==> src/rtl/core/b32e_pkg.sv <==
// Shared types, constants and helpers for the Base32 stream encoder.
package b32e_pkg;

   localparam logic       CMD_DATA = 1'b0;
   localparam logic       CMD_END  = 1'b1;
   localparam logic [7:0] PAD_CHAR = 8'h3D;

   localparam int unsigned QUEUE_DEPTH = 2;
   localparam int unsigned QPTR_W      = $clog2(QUEUE_DEPTH);
   localparam int unsigned QCNT_W      = $clog2(QUEUE_DEPTH + 1);

   // One classified item: up to two alphabet characters, then pads.
   typedef struct packed {
      logic       is_end;
      logic [7:0] char0;
      logic [7:0] char1;
      logic [1:0] num_chars;
      logic [2:0] num_pads;
   } job_type;

   // Standard alphabet: A..Z, then 2..7.
   function automatic logic [7:0] b32_char(input logic [4:0] v);
      logic [7:0] ch;
      if (v < 5'd26) begin
         ch = 8'h41 + {3'b000, v};
      end else begin
         ch = 8'h18 + {3'b000, v};
      end
      return ch;
   endfunction

endpackage

==> src/rtl/core/b32e_front.sv <==
// Front end: accepts items, holds the bit carry and char count, builds jobs.
module b32e_front (
   input  logic             clock,
   input  logic             reset,
   input  logic             req_valid,
   output logic             req_stall,
   input  logic             req_cmd,
   input  logic [7:0]       req_data_byte,
   input  logic             queue_full,
   output logic             push,
   output b32e_pkg::job_type push_job
);
   import b32e_pkg::*;

   logic [3:0]  leftover_bits_ff, leftover_bits_in;
   logic [2:0]  leftover_count_ff, leftover_count_in;
   logic [2:0]  chars_mod_eight_ff, chars_mod_eight_in;

   logic        accept;
   logic [11:0] acc;
   logic [11:0] grp0_shift, grp1_shift;
   logic [2:0]  data_count;
   logic [4:0]  keep_mask;
   logic [8:0]  flush_shift;
   logic [1:0]  nchars;
   logic [2:0]  mod_after;
   logic [2:0]  pads;
   job_type     job;

   assign accept    = req_valid && !queue_full;
   assign req_stall = queue_full;

   always_comb begin
      acc         = {leftover_bits_ff, req_data_byte};
      grp0_shift  = acc >> (leftover_count_ff + 3'd3);
      grp1_shift  = acc >> (leftover_count_ff - 3'd2);
      flush_shift = {5'b00000, leftover_bits_ff} << (3'd5 - leftover_count_ff);

      if (leftover_count_ff < 3'd2) begin
         data_count = leftover_count_ff + 3'd3;
      end else begin
         data_count = leftover_count_ff - 3'd2;
      end
      keep_mask = (5'd1 << data_count) - 5'd1;

      job = '0;
      pads = 3'd0;
      nchars = 2'd0;
      mod_after = 3'd0;
      if (req_cmd == CMD_DATA) begin
         nchars        = (leftover_count_ff < 3'd2) ? 2'd1 : 2'd2;
         job.is_end    = 1'b0;
         job.char0     = b32_char(grp0_shift[4:0]);
         job.char1     = b32_char(grp1_shift[4:0]);
         job.num_chars = nchars;
         job.num_pads  = 3'd0;
      end else begin
         nchars    = (leftover_count_ff != 3'd0) ? 2'd1 : 2'd0;
         mod_after = chars_mod_eight_ff + {1'b0, nchars};
         if (mod_after != 3'd0) begin
            pads = 3'(4'd8 - {1'b0, mod_after});
         end
         // at most seven results per item
         if (nchars == 2'd1 && pads == 3'd7) begin
            pads = 3'd6;
         end
         job.is_end    = 1'b1;
         job.char0     = b32_char(flush_shift[4:0]);
         job.char1     = PAD_CHAR;
         job.num_chars = nchars;
         job.num_pads  = pads;
      end

      leftover_bits_in   = leftover_bits_ff;
      leftover_count_in  = leftover_count_ff;
      chars_mod_eight_in = chars_mod_eight_ff;
      if (accept) begin
         if (req_cmd == CMD_DATA) begin
            leftover_bits_in   = req_data_byte[3:0] & keep_mask[3:0];
            leftover_count_in  = data_count;
            chars_mod_eight_in = chars_mod_eight_ff + {1'b0, nchars};
         end else begin
            leftover_bits_in   = 4'd0;
            leftover_count_in  = 3'd0;
            chars_mod_eight_in = 3'd0;
         end
      end
   end

   // an end item with nothing to emit (empty message, or a length that is a multiple of five bytes) makes no job
   assign push     = accept && (job.num_chars != 2'd0 || job.num_pads != 3'd0);
   assign push_job = job;

   always_ff @(posedge clock) begin
      if (reset) begin
         leftover_bits_ff   <= '0;
         leftover_count_ff  <= '0;
         chars_mod_eight_ff <= '0;
      end else begin
         leftover_bits_ff   <= leftover_bits_in;
         leftover_count_ff  <= leftover_count_in;
         chars_mod_eight_ff <= chars_mod_eight_in;
      end
   end

endmodule

==> src/rtl/core/b32e_queue.sv <==
// Short job queue between the front end and the character sequencer.
module b32e_queue (
   input  logic              clock,
   input  logic              reset,
   input  logic              push,
   input  b32e_pkg::job_type push_job,
   input  logic              pop,
   output logic              head_valid,
   output b32e_pkg::job_type head_job,
   output logic              full
);
   import b32e_pkg::*;

   job_type              slot_ff [QUEUE_DEPTH];
   logic [QPTR_W-1:0]    wr_ptr_ff, wr_ptr_in;
   logic [QPTR_W-1:0]    rd_ptr_ff, rd_ptr_in;
   logic [QCNT_W-1:0]    count_ff, count_in;
   logic                 do_push, do_pop;

   assign head_valid = (count_ff != '0);
   assign full       = (count_ff == QCNT_W'(QUEUE_DEPTH));
   assign head_job   = slot_ff[rd_ptr_ff];
   assign do_push    = push && !full;
   assign do_pop     = pop && head_valid;

   always_comb begin
      wr_ptr_in = wr_ptr_ff;
      rd_ptr_in = rd_ptr_ff;
      count_in  = count_ff;
      if (do_push) begin
         wr_ptr_in = (wr_ptr_ff == QPTR_W'(QUEUE_DEPTH - 1)) ? '0 : wr_ptr_ff + 1'b1;
      end
      if (do_pop) begin
         rd_ptr_in = (rd_ptr_ff == QPTR_W'(QUEUE_DEPTH - 1)) ? '0 : rd_ptr_ff + 1'b1;
      end
      if (do_push && !do_pop) begin
         count_in = count_ff + 1'b1;
      end else if (do_pop && !do_push) begin
         count_in = count_ff - 1'b1;
      end
   end

   always_ff @(posedge clock) begin
      if (reset) begin
         wr_ptr_ff <= '0;
         rd_ptr_ff <= '0;
         count_ff  <= '0;
      end else begin
         wr_ptr_ff <= wr_ptr_in;
         rd_ptr_ff <= rd_ptr_in;
         count_ff  <= count_in;
      end
   end

   always_ff @(posedge clock) begin
      if (do_push) begin
         slot_ff[wr_ptr_ff] <= push_job;
      end
   end

endmodule

==> src/rtl/core/b32e_back.sv <==
// Back end: feeds the head job to the output register, one char per cycle unless stalled.
module b32e_back (
   input  logic              clock,
   input  logic              reset,
   input  logic              head_valid,
   input  b32e_pkg::job_type head_job,
   output logic              pop,
   output logic              rsp_valid,
   input  logic              rsp_stall,
   output logic [7:0]        rsp_out_char,
   output logic              rsp_last,
   output logic              rsp_message_done
);
   import b32e_pkg::*;

   logic [2:0] idx_ff, idx_in;
   logic       rsp_valid_ff, rsp_valid_in;
   logic [7:0] out_char_ff, out_char_in;
   logic       last_ff, last_in;
   logic       done_ff, done_in;

   logic [2:0] total;
   logic       final_one;
   logic [7:0] cur_char;
   logic       load;

   always_comb begin
      total     = {1'b0, head_job.num_chars} + head_job.num_pads;
      final_one = (idx_ff == total - 3'd1);
      if (idx_ff < {1'b0, head_job.num_chars}) begin
         cur_char = idx_ff[0] ? head_job.char1 : head_job.char0;
      end else begin
         cur_char = PAD_CHAR;
      end
      load = head_valid && (!rsp_valid_ff || !rsp_stall);

      idx_in       = idx_ff;
      rsp_valid_in = rsp_valid_ff && rsp_stall;
      out_char_in  = out_char_ff;
      last_in      = last_ff;
      done_in      = done_ff;
      if (load) begin
         rsp_valid_in = 1'b1;
         out_char_in  = cur_char;
         last_in      = final_one;
         done_in      = final_one && head_job.is_end;
         idx_in       = final_one ? 3'd0 : idx_ff + 3'd1;
      end
   end

   assign pop = load && final_one;

   always_ff @(posedge clock) begin
      if (reset) begin
         idx_ff       <= '0;
         rsp_valid_ff <= 1'b0;
      end else begin
         idx_ff       <= idx_in;
         rsp_valid_ff <= rsp_valid_in;
      end
      out_char_ff <= out_char_in;
      last_ff     <= last_in;
      done_ff     <= done_in;
   end

   assign rsp_valid        = rsp_valid_ff;
   assign rsp_out_char     = out_char_ff;
   assign rsp_last         = last_ff;
   assign rsp_message_done = done_ff;

endmodule

==> src/rtl/core/base32_stream_encoder_top.sv <==
// Top level of the Base32 stream encoder.
//
// Request channel (req_): one item per handshake, cmd selects a message
// byte or the end of message. Response channel (rsp_): one ASCII character
// per handshake, with last on the final character an input item causes and
// message_done on the final character an end item causes (none if it causes none).
// A byte gives one or two characters; an end item gives the flush character
// and '=' pads up to a multiple of eight, at most seven characters, or none
// when the message length is a multiple of five bytes, empty included.
// Timing: the front end classifies an item in the cycle it is accepted and
// queues a job; the back end emits one character per cycle from the queue
// head into the output register while the response is not stalled, so the
// first character is valid once its job has passed the queue slot and the
// output register. Output bandwidth sets the rate, so an item that gives
// more characters takes longer than one that gives fewer.
// A stalled response holds its character; the two-entry job queue keeps
// taking items until full, then req_stall rises.
// Reset (synchronous) clears the carry bits, char count, queue and output valid.
module base32_stream_encoder_top (
   input  logic       clock,
   input  logic       reset,
   input  logic       req_valid,
   output logic       req_stall,
   input  logic       req_cmd,
   input  logic [7:0] req_data_byte,
   output logic       rsp_valid,
   input  logic       rsp_stall,
   output logic [7:0] rsp_out_char,
   output logic       rsp_last,
   output logic       rsp_message_done
);
   import b32e_pkg::*;

   logic    push, pop, head_valid, queue_full;
   job_type push_job, head_job;

   b32e_front u_front (
      .clock         (clock),
      .reset         (reset),
      .req_valid     (req_valid),
      .req_stall     (req_stall),
      .req_cmd       (req_cmd),
      .req_data_byte (req_data_byte),
      .queue_full    (queue_full),
      .push          (push),
      .push_job      (push_job)
   );

   b32e_queue u_queue (
      .clock      (clock),
      .reset      (reset),
      .push       (push),
      .push_job   (push_job),
      .pop        (pop),
      .head_valid (head_valid),
      .head_job   (head_job),
      .full       (queue_full)
   );

   b32e_back u_back (
      .clock            (clock),
      .reset            (reset),
      .head_valid       (head_valid),
      .head_job         (head_job),
      .pop              (pop),
      .rsp_valid        (rsp_valid),
      .rsp_stall        (rsp_stall),
      .rsp_out_char     (rsp_out_char),
      .rsp_last         (rsp_last),
      .rsp_message_done (rsp_message_done)
   );

endmodule
==> config.mk <==
export PLATFORM = sky130hd
export DESIGN_NAME = base32_stream_encoder_top
export DESIGN_NICKNAME = d
export VERILOG_FILES = /design/src/rtl/core/b32e_pkg.sv /design/src/rtl/core/b32e_front.sv /design/src/rtl/core/b32e_queue.sv /design/src/rtl/core/b32e_back.sv /design/src/rtl/core/base32_stream_encoder_top.sv
export SDC_FILE = /design/constraint.sdc
export NUM_CORES = 1
export LEC_CHECK = 0
export BUFFER_PORTS_ARGS = -buffer_cell sky130_fd_sc_hd__buf_4
export CELL_PAD_IN_SITES_DETAIL_PLACEMENT = 1
export CELL_PAD_IN_SITES_GLOBAL_PLACEMENT = 1
export CORE_MARGIN = 3
export CORE_UTILIZATION = 45
export CTS_BUF_LIST = sky130_fd_sc_hd__clkbuf_4
export DETAILED_ROUTE_END_ITERATION = 7
export GPL_ROUTABILITY_DRIVEN = 0
export PLACE_DENSITY_LB_ADDON = 0.1
export SLEW_MARGIN = 20
export SYNTH_ARGS = -nofsm -noshare
export SYNTH_HDL_FRONTEND = slang
export SYNTH_SLANG_ARGS = --single-unit
==> constraint.sdc <==
create_clock -name clock -period 6.9 [get_ports clock]
set_input_delay 0.69 -clock clock [delete_from_list [all_inputs] [get_ports clock]]
set_output_delay 0.69 -clock clock [all_outputs]
set_load 0.02 [all_outputs]
-- Yosys cells after proc, flatten, opt, wreduce, memory -nomap -nowiden
Memory sizes are Yosys's and may differ from the RTL's. A register that Yosys moved wholly into a read port is not among the register bits.
Cells that the tools add are included.
- order comparisons: 5
- equality and inequality tests: 4
- shift-type cells: 4
- reductions and logical operators: 24
- $add $sub $neg: 20
- muxes and demuxes: 25
- bitwise operators: 1
- operators with widths (kind ; number):
    2-to-1 mux 8 bit ; 4
    adder 7 x 5 -> 8 bit, first input constant ; 3
    >> shifter 12 x 3 -> 5 bit ; 2
    2-to-1 mux 22 bit ; 1
    2-to-1 mux 3 bit ; 7
    adder 5 x 5 -> 6 bit, first input constant ; 3
    less-than comparator 5 bit, second input constant ; 3
    logical AND 1 bit ; 11
    nonzero test 3 bit ; 3
    2-to-1 mux 1 bit ; 8
    2-to-1 mux 2 bit ; 4
    adder 3 x 2 -> 3 bit ; 2
    nonzero test 2 bit ; 3
    logical NOT 1 bit ; 5
    << shifter 4 x 3 -> 5 bit ; 1
    AND 4 bit ; 1
    2-to-1 mux 4 bit ; 1
    << shifter 1 x 3 -> 4 bit, first input constant ; 1
    subtractor 4 x 1 -> 4 bit, second input constant ; 1
    adder 2 x 3 -> 3 bit ; 1
    adder 3 x 1 -> 3 bit, second input constant ; 1
    adder 3 x 2 -> 3 bit, second input constant ; 1
    equality test 3 bit ; 1
    equality test 3 bit, second input constant ; 1
    other kinds (12) ; 14
- output and inout port bits: 12
- input bits: 13
- RAM bits: 44
- memories kept: 1
- word-level logic and storage cells: 95
- flip-flop bits (word level): 28
- memories (memory ; depth ; width ; read ports ; clocked after Yosys merged registers in ; wr ports ; line ; source):
    u_queue.slot_ff ; 2 ; 22 ; 1 ; 1 ; 1 ; b32e_queue.sv:14 ; job_type slot_ff [QUEUE_DEPTH];

-- Logic depth before layout (Yosys ltp)
Gate-level depths: netlist of the first run.
- word-level depth: 18
- gate-level depth with buffers: 17
- depth with buffers taken out: 15

-- Cells and area by module
From an unflattened synthesis of the first run, not the netlist that was laid out.
- cell total of the unflattened synthesis: 394
- area, all modules: 4555.6 um^2
- by module, submodules not included (module ; instances ; sequential area each (um^2) ; cells an instance ; area each (um^2)):
    b32e_front ; 1 ; 200.2 ; 234 ; 1998.2
    b32e_queue ; 1 ; 1421.4 ; 93 ; 1799.2
    b32e_back ; 1 ; 380.4 ; 67 ; 758.2

-- Least setup slack after synthesis of the first run
No wires, ideal clock.
- kind: register to register
- start: register u_front.leftover_count_ff[0]
- end: memory u_queue.slot_ff[0][0] in the netlist's numbering (enable)
- stages on the path, launching flop included: 15
- data arrival time: 3.333 ns
- slack: 3.168 ns
- period minus slack after synthesis: 3.732 ns
- buffers on the path: 2
- data required time: 6.501 ns
- library setup time: 0.399 ns
- path through: dfxtp_1 > buf_2 > buf_4 > inv_1 > ha_1 > ha_1 > inv_1 > ha_1 > ha_1 > inv_1 > ha_1 > xor2_1 > xnor2_1 > o21ba_2 > nor2b_1
- cells in the longest elaborated chain, start to end: 16
- elaborated cells on any way between the ends: 21
- those cells by class: 2 x add/sub; 1 x order compare; 2 x eq/ne; 8 x mux; 8 x reduce/logical
- RTL lines (item ; line ; source):
    start, declared ; b32e_front.sv:16 ; logic [2:0] leftover_count_ff, leftover_count_in;
    start signal, assigned ; b32e_front.sv:101 ; leftover_count_ff <= leftover_count_in;
    nonzero test 3 bit ; b32e_front.sv:58 ; nchars = (leftover_count_ff != 3'd0) ? 2'd1 : 2'd0;
    2-to-1 mux 1 bit ; b32e_front.sv:58 ;
    adder 3 x 2 -> 3 bit ; b32e_front.sv:59 ; mod_after = chars_mod_eight_ff + {1'b0, nchars};
    subtractor 1 x 3 -> 3 bit or nonzero test 3 bit (tied branches) ; b32e_front.sv:61, b32e_front.sv:60 ;
    2-to-1 mux 3 bit ; b32e_front.sv:60 ; if (mod_after != 3'd0) begin
    2-to-1 mux 3 bit ; b32e_front.sv:50 ; if (req_cmd == CMD_DATA) begin
    equality test 3 bit ; b32e_front.sv:64 ; if (nchars == 2'd1 && pads == 3'd7) begin
    logical AND 1 bit ; b32e_front.sv:64 ;
    2-to-1 mux 3 bit ; b32e_front.sv:64 ;
    2-to-1 mux 22 bit * ; b32e_front.sv:50 ;
    nonzero test 3 bit ; b32e_front.sv:91 ; assign push = accept && (job.num_chars != 2'd0 || job.num_pads != 3'd0);
    logical OR 1 bit * ; b32e_front.sv:91 ;
    logical AND 1 bit * ; b32e_front.sv:91 ;
    logical AND 1 bit * ; b32e_queue.sv:23 ; assign do_push = push && !full;
    named net u_queue.do_push ; b32e_queue.sv:18 ; logic do_push, do_pop;
    2-to-1 mux 1 bit * ; b32e_queue.sv:56 ; if (do_push) begin
    2-to-1 mux 1 bit (not written as such) * ; b32e_queue.sv:57 ; slot_ff[wr_ptr_ff] <= push_job;
    end, declared ; b32e_queue.sv:14 ;
Mark *: on every way through the listed nets, which the timed path passes. The rest lies on a longest branch. The select of a mux whose other input is x is not followed.

==> load_flow_metrics.sql, run 1 <==
INSERT INTO impl_metrics (metric_group, metric, value, unit) VALUES
('critical_path', 'worst_setup_path_end_kind', 'register', ''),
('timing', 'final.min_clock_period', '3.87', 'ns'),
('layout', 'layout_common_cells', 'edfxtp_1, ha_1, buf_4', ''),
('critical_path', 'timing.critical_path.mode_cell', 'ha_1', ''),
('floorplanning', 'io-pin-count', '25', ''),
('detailed_routing', 'drc_violation_count_after_routing', '0', ''),
('worst_hold_path', 'timing.hold.worst_endpoint', 'u_back.rsp_valid', ''),
('worst_hold_path', 'worst_hold_depth', '2', ''),
('layout', 'drive_gt1_share', '21.4', '%'),
('worst_hold_path', 'worstHoldStart', 'u_back.rsp_valid', ''),
('cts', 'cts.sinks', '68', ''),
('synth', 'post_synth_inst_count', '359', ''),
('layout', 'final_common_cell', 'edfxtp_1', ''),
('synth', 'synthesis.yosys.warnings', '0', ''),
('synth', 'number_of_synthesized_flops_with_an_enable_pin', '49', ''),
('placed_design', 'dp_worst_slack', '2.98', 'ns'),
('critical_path', 'worst_path_class_setup', 'reg -> reg', ''),
('power', 'powerDensity', '373', 'mW/mm^2'),
('synth', 'synth-seq-cells', '68', ''),
('critical_path', 'crit_slowest_cell', 'ha_1', ''),
('critical_path', 'slack_of_the_worst_reg_to_reg_path', '3.03', 'ns'),
('critical_path', 'worst-r2r-cell-count', '8', ''),
('detailed_routing', 'routed_via_count', '2879', ''),
('synth', 'yosys.cell_types.count', '56', ''),
('global_routing', 'first_global_vias', '3006', ''),
('layout', 'syn_to_final_growth', '8.39', '%'),
('critical_path', 'critPathMaxFanout', '15', ''),
('timing', 'finalSetupTns', '0', 'ns'),
('floorplanning', 'die_area', '0.0107', 'sq mm'),
('power', 'irDropWorstVdd', '0.115', 'mV'),
('power', 'post_layout_total_power', '1.72', 'mW'),
('cts', 'hold_buffers', '0', ''),
('global_routing', 'grt_overflow', '0', ''),
('timing', 'timing.final.ws_setup', '3.03', 'ns'),
('cts', 'post_cts_buffers', '0', ''),
('power', 'leakage', '1.71', 'nW'),
('synth', 'synth_nets', '398', ''),
('cts', 'ctsResizeCount', '0', ''),
('synth', 'async_flop_share', '0', '%'),
('timing', 'timing.final.max_slew_violations', '0', ''),
('floorplanning', 'row_cnt', '34', ''),
('job', 'maxCapViolations', '0', ''),
('worst_hold_path', 'hp-class', 'reg -> reg', ''),
('timing', 'final-setup-viol-count', '0', ''),
('timing', 'worst-slew-pin-transition', '0.948', 'ns'),
('timing', 'ratio_of_final_minimum_period_to_clock_period', '56.1', '%'),
('timing', 'grt_setup_unrepaired', 'no', ''),
('floorplanning', 'initial_utilization', '47.6', '%'),
('global_routing', 'antenna_violations_before_repair', '0', ''),
('critical_path', 'worstReg2RegEnd', 'u_queue.slot_ff[0][17]', ''),
('cts', 'numCtsBuffers', '9', ''),
('timing', 'timing_hold_violations_final', '0', ''),
('layout', 'final_cell_area', '0.00461', 'sq mm'),
('detailed_routing', 'final_antenna_net_count', '0', ''),
('cts', 'cts-root-to-sink-buffers', '2', ''),
('critical_path', 'critPathLaunchType', 'register', ''),
('critical_path', 'worst_r2r_startpoint', 'u_front.leftover_count_ff[1]', ''),
('detailed_routing', 'detail_route.vias_per_cell', '5.91', ''),
('floorplanning', 'die_width', '103', 'microns'),
('cts', 'cts_tree', 'built', ''),
('detailed_routing', 'drt_iter0_markers', '136', ''),
('critical_path', 'data_arrival_time_at_the_worst_slack_endpoint', '4.08', 'ns'),
('critical_path', 'timing.critical_path.cells', 'inv_1 > ha_1 > mux4_1 > mux2_4 > ha_1 > or3_1 > o221a_1 > a32oi_1', ''),
('layout', 'fillers', '915', ''),
('cts', 'clkLatencyLatePin', '0.40', 'ns'),
('cts', 'path_clk_slew', '0.12', 'ns'),
('global_routing', 'gr-usage-all-layers', '18.7', '%'),
('placed_design', 'placed_cell_area', '0.00447', 'sq mm'),
('run_status', 'run_status', 'finished, final reports clean', ''),
('detailed_routing', 'drt_first_pass_iters', '4', ''),
('cts', 'cts.root.buffer_cell', 'clkbuf_4', '');
## sequential cells by signal, indices dropped and copies added (netlist names), 2 cells and up, named ones only
name / count
u_back.rsp_out_char: 7
u_front.leftover_count_ff: 3
u_queue.count_ff: 2
u_front.chars_mod_eight_ff: 3
u_back.idx_ff: 3
u_front.leftover_bits_ff: 4
u_queue.slot_ff: 40
## layer usage
layer | vias up | routed length [microns] | track usage, %
met3 | 7 | 263 | 3.89
met1 | 1441 | 4240 | 24.4
met4 | 0 | 90 | 4.78
met2 | 44 | 4530 | 32.0
met5 | - | 0 | 0
li1 | 1387 | - | -
## kinds of logic (layout without fill, tap and decap cells)
group / count (synthesis) / count (layout) / share of synthesized area [%]
muxes: 47 / 47 / 19.0
other: 1 / 1 / 0.0882
xor gates and xnor gates: 17 / 17 / 3.83
adders and majority gates: 26 / 26 / 7.83
AOI/OAI and AO/OA: 58 / 58 / 8.92
and+or+nand+nor: 101 / 101 / 12.7
DFF: 68 / 68 / 43.6
buffers and inverters: 41 / 61 / 4.12
## where the power goes
part           leakage [nW]  internal [mW]  switching (mW)
logic                  1.03          0.362           0.431
clock network        0.0690          0.109           0.146
registers             0.609          0.595          0.0740
## Yosys cell counts (5+ instances only)
cell	number	area, sq um
ha_1	25	313
buf_2	5	25.0
xor2_1	7	61.3
o21ai_0	12	60.1
xnor2_1	9	78.8
nand3b_1	5	37.5
and2_1	5	31.3
a21oi_1	19	95.1
mux4_2	20	450
mux2_2	12	135
dfxtp_1	19	380
nand3_1	9	45.0
inv_1	19	71.3
edfxtp_1	49	1470
and3_1	9	56.3
clkbuf_1	13	48.8
nor2b_1	6	37.5
mux2i_1	10	100
or2_2	7	43.8
nor2_1	24	90.1
nand2_1	19	71.3
## layout make-up
type,count,area (sq um),share of cell area (%)
tap,108,135,2.93
clock buffer,9,67.6,1.47
sequential,68,1850,40.2
multi-input combinational,250,2220,48.3
clock inverter,7,66.3,1.44
inverter,20,75.1,1.63
timing repair buffer,25,188,4.07
## worst max-delay path: cells and delay by family (launching register included)
kind                     cells  cell delay [ns]
AO/OA/AOI/OAI                2             0.45
AND/OR/NAND/NOR              1             0.43
multiplexers                 2             0.92
buffers and inverters        1             0.20
flip-flops                   1             0.69
adder cells (fa/ha/maj)      2             0.99
## stage by stage
step | cells | util, % | hold WS [ns]
6_report | 487 | 51.6 | 0.495
5_1_grt | 487 | 51.6 | 0.532
4_1_cts | 487 | 51.6 | 0.502
3_5_place_dp | 471 | 50.1 | 0.484
3_3_place_gp | 471 | 50.1 | 0.468
2_1_floorplan | 359 | - | 0.455
## worst max-delay path by stage
| stage | from | to |
|---|---|---|
| after floorplan | u_front.leftover_count_ff[0] | u_queue.slot_ff[0][0] |
| after global placement | u_front.leftover_count_ff[1] | u_queue.slot_ff[1][18] |
| after detailed placement | u_front.leftover_count_ff[1] | u_queue.slot_ff[1][7] |
| after CTS | u_front.leftover_count_ff[1] | u_queue.slot_ff[1][11] |
| after global routing | u_front.leftover_count_ff[1] | u_queue.slot_ff[1][19] |
| final | u_front.leftover_count_ff[1] | u_queue.slot_ff[0][17] |
Note: power is estimated with default switching activity, not from simulation.
==> run 2: changes to the inputs <==
==> constraint.sdc (replaced) <==
create_clock -name clock -period 3.64 [get_ports clock]
set_input_delay 0.364 -clock clock [delete_from_list [all_inputs] [get_ports clock]]
set_output_delay 0.364 -clock clock [all_outputs]
set_load 0.02 [all_outputs]
==> run 2 against run 1 <==
  * Non-clock buffer count grew 7
  * Final cell count grew 1.4%
  * Routed wire length is 2.5% higher
  * Register-to-register slack got worse by 2.6 ns
  * Critical path type unchanged
  * Largest power group unchanged
  * Highest routed layer unchanged
==> load_flow_metrics.sql, run 2 (synthesis gave the netlist of run 1 again) <==
INSERT INTO impl_metrics (metric_group, metric, value, unit) VALUES
('cts', 'ctsResizeCount', '0', ''),
('detailed_routing', 'final_antenna_net_count', '0', ''),
('floorplanning', 'row_cnt', '34', ''),
('cts', 'clkLatencyLatePin', '0.41', 'ns'),
('cts', 'cts-root-to-sink-buffers', '2', ''),
('timing', 'final-setup-viol-count', '0', ''),
('critical_path', 'crit_path_end', 'u_queue.slot_ff[0][17]', ''),
('critical_path', 'critical_path.startpoint', 'u_front.leftover_count_ff[0]', ''),
('detailed_routing', 'drt_iter0_markers', '106', ''),
('placed_design', 'hpwlAfterDp', '7.02', 'mm'),
('global_routing', 'antenna_violations_before_repair', '0', ''),
('timing', 'slew-limit-headroom', '53.4', '%'),
('timing', 'timing.final.ws_setup', '0.384', 'ns'),
('critical_path', 'worstReg2RegEnd', 'u_queue.slot_ff[0][17]', ''),
('critical_path', 'slack_of_the_worst_reg_to_reg_path', '0.38', 'ns'),
('global_routing', 'gr-usage-all-layers', '19.1', '%'),
('critical_path', 'critical_path.top_delay_family', 'multiplexers', ''),
('critical_path', 'critPathMaxFanout', '11', ''),
('global_routing', 'grt_overflow', '0', ''),
('critical_path', 'crit_slowest_cell', 'mux4_1', ''),
('power', 'logic_gate_share_of_total_power', '48.5', '%'),
('timing', 'finalSetupTns', '0', 'ns'),
('floorplanning', 'die_y', '103', 'microns'),
('cts', 'path_clk_slew', '0.12', 'ns'),
('floorplanning', 'initial_utilization', '47.6', '%'),
('layout', 'largest-register', 'u_queue.slot_ff', ''),
('critical_path', 'timing.critical_path.cells', 'inv_1 > ha_1 > mux4_1 > mux2_4 > ha_1 > or3_1 > o221a_1 > a32oi_1', ''),
('timing', 'ratio_of_final_minimum_period_to_clock_period', '89.4', '%'),
('critical_path', 'critPathLaunchType', 'register', ''),
('detailed_routing', 'drc_violation_count_after_routing', '0', ''),
('detailed_routing', 'drt_first_pass_iters', '4', ''),
('floorplanning', 'core_area', '0.00893', 'sq mm'),
('layout', 'final_common_cell', 'edfxtp_1', ''),
('critical_path', 'worst_path_class_setup', 'reg -> reg', ''),
('timing', 'timing.final.max_slew_violations', '0', ''),
('layout', 'layout.nets', '420', ''),
('placed_design', 'io_buffers', '23', ''),
('cts', 'hold_buffers', '0', ''),
('timing', 'finClkSkew', '0.0196', 'ns'),
('critical_path', 'worst_r2r_startpoint', 'u_front.leftover_count_ff[0]', ''),
('detailed_routing', 'detail_route.wl_per_cell', '18.9', 'microns'),
('power', 'leakage', '1.74', 'nW'),
('cts', 'cts_max_level', '3', ''),
('worst_hold_path', 'hp-class', 'in -> reg', ''),
('critical_path', 'max_stage_delay', '0.63', 'ns'),
('layout', 'layout_common_cells', 'edfxtp_1, buf_4, ha_1', ''),
('global_routing', 'first_global_vias', '3031', ''),
('cts', 'numCtsBuffers', '9', ''),
('global_routing', 'wire_length_of_the_first_global_routing_pass', '15.5', 'mm'),
('power', 'p_int', '1.99', 'mW'),
('critical_path', 'timing.critical_path.mode_cell', 'ha_1', ''),
('critical_path', 'cp_data_required_time', '3.87', 'ns'),
('timing', 'timing_hold_violations_final', '0', ''),
('run_status', 'run_status', 'finished, final reports clean', ''),
('timing', 'final.min_clock_period', '3.26', 'ns'),
('power', 'switching_power', '1.24', 'mW'),
('timing', 'worst-slew-pin-transition', '0.699', 'ns'),
('power', 'powerDensity', '695', 'mW/mm^2'),
('layout', 'antenna_cells', '0', ''),
('detailed_routing', 'detail_route.vias_per_cell', '5.84', ''),
('critical_path', 'cp.depth', '8', ''),
('critical_path', 'crit_path_buf_inv_count', '1', ''),
('layout', 'final_cell_area', '0.00464', 'sq mm'),
('layout', 'syn_to_final_growth', '9.12', '%'),
('layout', 'drive_gt1_share', '23.6', '%'),
('floorplanning', 'die_area', '0.0107', 'sq mm'),
('placed_design', 'placed_cell_area', '0.00453', 'sq mm'),
('cts', 'cts.root.buffer_cell', 'clkbuf_4', ''),
('floorplanning', 'die_width', '103', 'microns'),
('cts', 'post_cts_buffers', '0', ''),
('power', 'power_switching_share', '38.4', '%'),
('detailed_routing', 'detail_route.wirelength', '9.36', 'mm'),
('power', 'irDropWorstVdd', '0.211', 'mV'),
('layout', 'fillers', '950', ''),
('job', 'maxCapViolations', '0', ''),
('detailed_routing', 'routed_via_count', '2885', ''),
('floorplanning', 'io-pin-count', '25', ''),
('placed_design', 'dp_worst_slack', '0.401', 'ns'),
('critical_path', 'data_arrival_time_at_the_worst_slack_endpoint', '3.48', 'ns'),
('power', 'pwr-share-seq', '38.6', '%'),
('timing', 'grt_setup_unrepaired', 'no', ''),
('global_routing', 'pin_count_of_the_biggest_net_entering_global_routing', '28', ''),
('critical_path', 'worst-r2r-cell-count', '8', ''),
('timing', 'clock.fmax', '307', 'MHz'),
('layout', 'number_of_flip_flops_under_the_largest_register_name', '40', ''),
('critical_path', 'worst_setup_path_end_kind', 'register', ''),
('worst_hold_path', 'worst_hold_depth', '3', ''),
('power', 'power.share.clock', '12.9', '%'),
('cts', 'cts.sinks', '68', ''),
('cts', 'cts_tree', 'built', '');
[run 2: power by group through the flow]
stage                     logic, mW  registers [mW]  clock network (mW)
after floorplan                1.14            1.28                   0
after global placement         1.53            1.26                   0
after detailed placement       1.59            1.27                   0
after CTS                      1.59            1.25               0.436
after global routing           1.76            1.27               0.466
final                          1.56            1.24               0.416
[run 2: per-stage QoR]
step                power (mW)  instances  hold WS (ns)  utilization (%)
finish                    3.23        494         0.224             51.9
global route              3.50        494         0.209             51.9
CTS                       3.28        494         0.196             51.9
detailed placement        2.85        478         0.490             50.7
global placement          2.79        478         0.468             50.7
floorplan                 2.42        359         0.455                -
[run 2: how the worst min path moves through the flow]
stage	start	to	slack, ns
3_5_place_dp	u_front.leftover_count_ff[2]	u_front.leftover_count_ff[2]	0.49
5_1_grt	rsp_stall	u_back.rsp_valid	0.21
3_3_place_gp	u_back.rsp_valid	u_back.rsp_valid	0.47
6_report	rsp_stall	u_back.rsp_valid	0.22
2_1_floorplan	u_front.leftover_bits_ff[3]	u_front.leftover_bits_ff[3]	0.45
4_1_cts	rsp_stall	u_back.rsp_valid	0.20
[run 2: area by class of cell]
class,count,area (sq um),area share (%)
multi-input combinational,250,2230,48.0
timing repair buffer,32,240,5.18
clock buffer,11,82.6,1.78
sequential,68,1850,39.9
inverter,20,75.1,1.62
clock inverter,5,27.5,0.593
tap,108,135,2.91
[run 2: metal layers]
metal	track usage (%)	part of all wire, %
met1	24.4	45
met2	32.5	50
met3	3.29	2.4
met4	7.47	2.3
met5	0	0
[run 2: worst min-delay path, cell delays in order]
cell and delay [ns]:
buf_4 0.11, nand2_1 0.06, a21oi_1 0.06
